## config.mk

```make
export PLATFORM = sky130hd
export DESIGN_NAME = elg_ctrl
export DESIGN_NICKNAME = d
export VERILOG_FILES = /design/src/rtl/elg_pkg.sv /design/src/rtl/elg_ctrl.sv
export SDC_FILE = /design/constraint.sdc
export NUM_CORES = 1
export LEC_CHECK = 0
export ABC_AREA = 1
export ABC_CLOCK_PERIOD_IN_PS = 2280
export BUFFER_PORTS_ARGS = -buffer_cell sky130_fd_sc_hd__buf_2
export CORE_UTILIZATION = 52
export DETAILED_ROUTE_END_ITERATION = 12
export PLACE_DENSITY = 0.83
export SLEW_MARGIN = 20
export SYNTH_ARGS = -nofsm -noshare
export SYNTH_HDL_FRONTEND = slang
export SYNTH_SLANG_ARGS = --single-unit
```

## constraint.sdc

```tcl
create_clock -name clk -period 2.28 [get_ports clk]
set_clock_uncertainty 0.05 [all_clocks]
set_input_delay 0.114 -clock clk [delete_from_list [all_inputs] [get_ports clk]]
set_output_delay 0.114 -clock clk [all_outputs]
set_load 0.02 [all_outputs]
```

## src/rtl/elg_pkg.sv

```systemverilog
// Shared types and constants of the elliptical Gaussian patch block.
`default_nettype none
package elg_pkg;

    localparam int CENTER_W  = 20;
    localparam int COORD_BITS = 12;
    localparam int DX_W      = 22;
    localparam int CLIP_W    = 28;
    localparam int SUM_W     = 24;
    localparam int RCP_W     = 33;
    localparam int CFG_IDX_W = 2;
    localparam int CFG_DAT_W = 13;

    localparam logic [15:0] HALF_LOG2E_Q16 = 16'd47274;
    localparam logic [63:0] LN2_Q32        = 64'd2977044472;

    localparam logic [CFG_IDX_W-1:0] CFG_RADIUS = 2'd0;
    localparam logic [CFG_IDX_W-1:0] CFG_COLS   = 2'd1;
    localparam logic [CFG_IDX_W-1:0] CFG_ROWS   = 2'd2;

    typedef struct packed {
        logic [CENTER_W-1:0] center_x;
        logic [CENTER_W-1:0] center_y;
        logic signed [15:0]  cos_angle;
        logic signed [15:0]  sin_angle;
        logic [15:0]         inv_major;
        logic [15:0]         inv_minor;
    } elg_req_t;

    typedef struct packed {
        logic [15:0]           pixel_value;
        logic [2:0]            tile_col;
        logic [2:0]            tile_row;
        logic [COORD_BITS-1:0] offset_x;
        logic [COORD_BITS-1:0] offset_y;
        logic                  empty_patch;
        logic                  last;
    } elg_res_t;

    typedef struct packed {
        logic load;
        logic clip;
        logic fill_vld;
        logic div_go;
        logic rd_vld;
        logic rd_last;
        logic emit_empty;
    } elg_cmd_t;

    typedef struct packed {
        logic empty;
        logic fill_busy;
        logic div_done;
        logic out_busy;
    } elg_sts_t;

    typedef enum logic [3:0] {
        ST_IDLE,
        ST_CLIP,
        ST_BOX,
        ST_FILL,
        ST_DRAIN,
        ST_DIV,
        ST_DIVW,
        ST_EMIT,
        ST_FLUSH
    } elg_state_t;

endpackage
`default_nettype wire

```

## src/rtl/elg_ctrl.sv

```systemverilog
// Controller: sequences clipping, fill, reciprocal and emit phases.
`default_nettype none
module elg_ctrl
    import elg_pkg::*;
#(
    parameter int PW = 3
)
(
    input  wire logic          clk,
    input  wire logic          rst_n,
    input  wire logic          start,
    input  wire elg_sts_t      sts,
    input  wire logic [PW-1:0] wm1,
    input  wire logic [PW-1:0] hm1,
    output elg_cmd_t           cmd,
    output logic      [PW-1:0] col,
    output logic      [PW-1:0] row,
    output logic               busy
);

    elg_state_t    state_reg, state_next;
    logic [PW-1:0] col_reg, col_next;
    logic [PW-1:0] row_reg, row_next;
    logic          at_end;

    assign at_end = (col_reg == wm1) && (row_reg == hm1);

    always_ff @(posedge clk or negedge rst_n)
    begin
        if (!rst_n)
        begin
            state_reg <= ST_IDLE;
            col_reg   <= '0;
            row_reg   <= '0;
        end
        else
        begin
            state_reg <= state_next;
            col_reg   <= col_next;
            row_reg   <= row_next;
        end
    end

    always_comb
    begin
        state_next = state_reg;
        col_next   = col_reg;
        row_next   = row_reg;
        cmd        = '0;
        case (state_reg)
            ST_IDLE:
            begin
                if (start)
                begin
                    cmd.load   = 1'b1;
                    state_next = ST_CLIP;
                end
            end
            ST_CLIP:
            begin
                cmd.clip   = 1'b1;
                state_next = ST_BOX;
            end
            ST_BOX:
            begin
                col_next = '0;
                row_next = '0;
                if (sts.empty)
                begin
                    cmd.emit_empty = 1'b1;
                    state_next     = ST_FLUSH;
                end
                else
                    state_next = ST_FILL;
            end
            ST_FILL, ST_EMIT:
            begin
                if (state_reg == ST_FILL)
                    cmd.fill_vld = 1'b1;
                else
                begin
                    cmd.rd_vld  = 1'b1;
                    cmd.rd_last = at_end;
                end
                // column outer, row inner
                if (row_reg == hm1)
                begin
                    row_next = '0;
                    col_next = col_reg + PW'(1);
                end
                else
                    row_next = row_reg + PW'(1);
                if (at_end)
                begin
                    col_next   = '0;
                    row_next   = '0;
                    state_next = (state_reg == ST_FILL) ? ST_DRAIN : ST_FLUSH;
                end
            end
            ST_DRAIN:
            begin
                if (!sts.fill_busy)
                    state_next = ST_DIV;
            end
            ST_DIV:
            begin
                cmd.div_go = 1'b1;
                state_next = ST_DIVW;
            end
            ST_DIVW:
            begin
                if (sts.div_done)
                    state_next = ST_EMIT;
            end
            ST_FLUSH:
            begin
                if (!sts.out_busy)
                    state_next = ST_IDLE;
            end
            default:
                state_next = ST_IDLE;
        endcase
    end

    assign col  = col_reg;
    assign row  = row_reg;
    assign busy = (state_reg != ST_IDLE);

endmodule
`default_nettype wire

```

* Word-level counts from Yosys, hierarchy flattened *
Cells that the tools add are included.

storage, ports and cells
  flip-flop bits (word level) = 10
  bits of input ports = 13
  output and inout bits = 14
  word-level logic and storage cells = 52

operators by class
  add/subtract/negate cells = 2
  eq/ne operators = 16
  muxes and demuxes = 24
  reductions and logical operators = 7

operator list
  operator                                             number
  case mux 4 bit (8 select lines)                      1
  2-to-1 mux 4 bit                                     7
  equality test 4 x 3 -> 1 bit, second input constant  4
  2-to-1 mux 3 bit                                     4
  case mux 3 bit (2 select lines)                      2
  != test 2 bit, second input constant                 5
  equality test 4 x 2 -> 1 bit, second input constant  2
  2-to-1 mux 1 bit                                     8
  adder 3 x 1 -> 3 bit, second input constant          2
  equality test 3 bit                                  2
  AND reduction 5 bit                                  1
  equality test 4 x 1 -> 1 bit, second input constant  1
  equality test 4 bit, second input constant           1
  logical NOT 4 bit                                    1
  2-to-1 mux 2 bit                                     2
  nonzero test 4 bit                                   1
  != test 3 bit, second input constant                 1
  AND reduction 2 bit                                  1
  nonzero test 2 bit                                   1
  OR reduction 2 bit                                   1
  logical AND 1 bit                                    1

* Depth between registers and ports, before layout *
  depth after elaboration = 4
  gate-level depth with buffers = 10

* Worst setup path before layout *
OpenSTA, ideal clock, no wires.

  path type = reg-to-output
  start = reg row_reg[2], in the netlist row[2]
  end = out cmd[1] (netlist bit)
  arrival = 1225 ps
  data required time = 2116 ps
  setup slack = 891 ps
  stages on the path, launching flop included = 6
  cell sequence = dfrtp_1 -> xnor2_1 -> inv_1 -> nor2_1 -> nand2_1 -> nor2_1

RTL lines
  element                 line            text
  start, declared         elg_ctrl.sv:23  logic [PW-1:0] row_reg, row_next;
  start signal, assigned  elg_ctrl.sv:40  row_reg <= row_next;
  end, declared           elg_ctrl.sv:15  output elg_cmd_t cmd,

==> results by group <==
Global route
  • First-pass GRT wire length: ~2600 µm
  • Number of global-route vias before repair: 650
  • Largest net degree at the start of global routing: 11
  • Global route total overflow: 0
  • Antenna violations before repair: 0
  • Global-route usage over all layers: about 25%

Synthesis
  • Synth async-reset ratio: between 90% and 100%
  • Largest area contributor in the netlist: dfrtp_1
  • Post-synthesis sequential area ratio: 32.7%
  • Post-synth EDFFs: 0
  • Synth Instances: ~110
  • Ys flop type: dfrtp_1
  • Synth Warn #: 0
  • Top cells by area, synth: dfrtp_1, nand2_1, inv_1, nand3_1, nor2_1
  • Post-synth top area share: 32.7%
  • Synthesized area: 766 µm²
  • Syn Nets: ~130
  • Top-count cell post-synth: nand2_1
  • Commonest cells post-synth: nand2_1, inv_1, dfrtp_1, nand3_1, nor2_1
  • Syn avg cell area: between 6 and 7 µm²
  • Synthesized flop and latch total: 10
  • Synth cell types: 19

Pwr
  • Cell Pwr Density: about 1300 nW/µm²
  • Overall power: 1.22 mW
  • Maximum VDD drop: roughly 0.75 mV
  • Leak: slightly below 0.6 nW

Critical path
  • Launch point of the worst reg-to-reg path: row[1]
  • Crit end category: output port
  • Setup CP Type: flop to output port
  • CP startpoint kind: flop
  • CP Data Arrival Time: about 1.5 ns
  • Reg2Reg Setup Slack: between 0.8 and 0.9 ns
  • Reg2reg end: state_reg[1]
  • Critical Path RT: 2.12 ns
  • Max Fanout on Critical Path: 5
  • R2R depth: 8

Clock network
  • Clock insertion delay at the later pin of the skew report: 0.27 ns
  • CTS buffer count: 3
  • CTS tree: yes
  • CTS sink cnt: 10
  • CTS Buffer Depth: 2
  • H-tree depth: 1
  • Worst-path clk slew: ~0.070 ns
  • Post-CTS setup buffers: 0
  • CTS root buf: clkbuf_4

Floorplanning
  • Die ar.: between 1500 and 2000 µm²
  • Core area: between 1000 and 1500 µm²
  • Starting Density: a little under three fifths
  • Row cnt: 13
  • Chip height: between 40 and 50 µm
  • I/O Pins: 27
  • Die width: around 40 µm

Timing
  • Fmax: 601 MHz
  • Final Critical Period: ~1.7 ns
  • Relative slew slack: about four fifths
  • Pins Over Slew Limit: 0
  • Worst slew pin tran: between 0.2 and 0.3 ns
  • RSZ-0062 raised after global routing: false
  • Tcrit/Tclk final: 73.0%
  • Setup_tns: 0 ns
  • Final setup fails: 0
  • Final hold viol count: 0

Route
  • WL/cell: about 11 µm
  • First-pass DRT Iterations: 4
  • Avg Vias per Cell: 5.13
  • Post-route DRC: 0
  • Detail Route Antenna Nets: 0
  • Initial DRC count: 37
  • Vias post-DR: between 800 and 900
  • Total wire length: between 1500 and 2000 µm

Finish
  • Synth-to-layout area growth: 23.7%
  • Area of the multi-input gates: ~430 µm²
  • Layout cells sized above 1: 31.3%
  • N_diodes: 0
  • NumNets Final: about 160
  • Register area: around 250 µm²
  • Max reg flops: 4
  • Number of fill cells: roughly 120

Placement
  • # port buffers: 26
  • Final GP Congestion: between 0.8 and 0.9
  • Dpl hpwl: roughly 1400 µm

Worst hold path
  • Hold path depth: 4
  • Hold path start: sts[3]
  • Worst Hold End: state_reg[0]
  • Hold crit path type: primary input to flop

Outcome
  • Outcome: complete, no violations

Job
  • Max-Cap Viols: 0
[final cells by class]
type	count	area share, %
tap	15	1.98
inverter	22	8.72
timing repair buffer	27	14.8
clock buffer	3	2.38
multi-input combinational	82	45.7
sequential	10	26.4
[how the worst max path moves through the flow]
stage | start | endpoint | slack [ns]
floorplan | row[2] | cmd[1] | 0.89
global placement | row[1] | state_reg[2] | 0.92
detailed placement | row[1] | state_reg[2] | 0.86
CTS | row[1] | cmd[1] | 0.59
global route | row[1] | cmd[1] | 0.45
finish | row[1] | cmd[1] | 0.61
[cells in the final DEF, fill, tap and decap left out]
master	Yosys	routed
nand4_1	3	3
ha_1	2	2
o21ai_2	1	1
buf_2	0	26
dfrtp_1	10	10
nand2_2	4	4
clkbuf_4	0	3
nand3_1	10	10
nand2_1	37	37
nand3_2	2	2
inv_1	17	17
xor2_1	2	2
nor4_1	1	1
dlygate4sd3_1	0	1
nor2_2	3	3
xnor2_1	3	3
o21ai_0	3	3
o21ai_1	1	1
nor2_1	7	7
o211ai_1	2	2
a21oi_4	1	1
inv_2	5	5
[metal layers]
layer	track usage (%)	routed length [µm]
met1	27.4	752
met4	14.2	38
met5	0	0
met2	42.9	856
met3	7.22	93
[power by group]
part           internal (mW)  switching (mW)  total [mW]
Sequential             0.248          0.0922       0.340
Clock                 0.0609          0.0627       0.124
Combinational          0.264           0.492       0.756
[logic make-up after synthesis]
kind of cell,after synthesis,share of synthesized area [%]
DFF,10,32.7
adders and majority gates,2,3.27
AOI/OAI and AO/OA,8,7.84
buffers and inverters,22,10.8
and+or+nand+nor,67,39.7
xor gates and xnor gates,5,5.72
[repair_timing]
action | 4_1_cts | 5_1_grt
resized for setup | 0 | 0
hold endpoints to repair | 10 | 0
hold buffers | 1 | 0
[stage by stage]
stage | hold slack, ns | instance area [µm²] | util (%) | std cells | setup WS, ns
2_1_floorplan | -0.232 | 766 | - | 114 | 0.891
3_3_place_gp | -0.0623 | 915 | 68.6 | 155 | 0.917
3_5_place_dp | -0.0588 | 915 | 68.6 | 155 | 0.856
4_1_cts | 0.152 | 947 | 71.0 | 159 | 0.592
5_1_grt | 0.167 | 947 | 71.0 | 159 | 0.451
6_report | 0.152 | 947 | 71.0 | 159 | 0.615
[critical path, cell delays in order (launching register included)]
cell     delay (ns)
dfrtp_1        0.43
xnor2_1        0.21
nand2_1        0.08
nor2_1         0.09
nand2_1        0.14
nor2_1         0.12
buf_2          0.17
No activity file was read; power rests on OpenSTA's default activity.
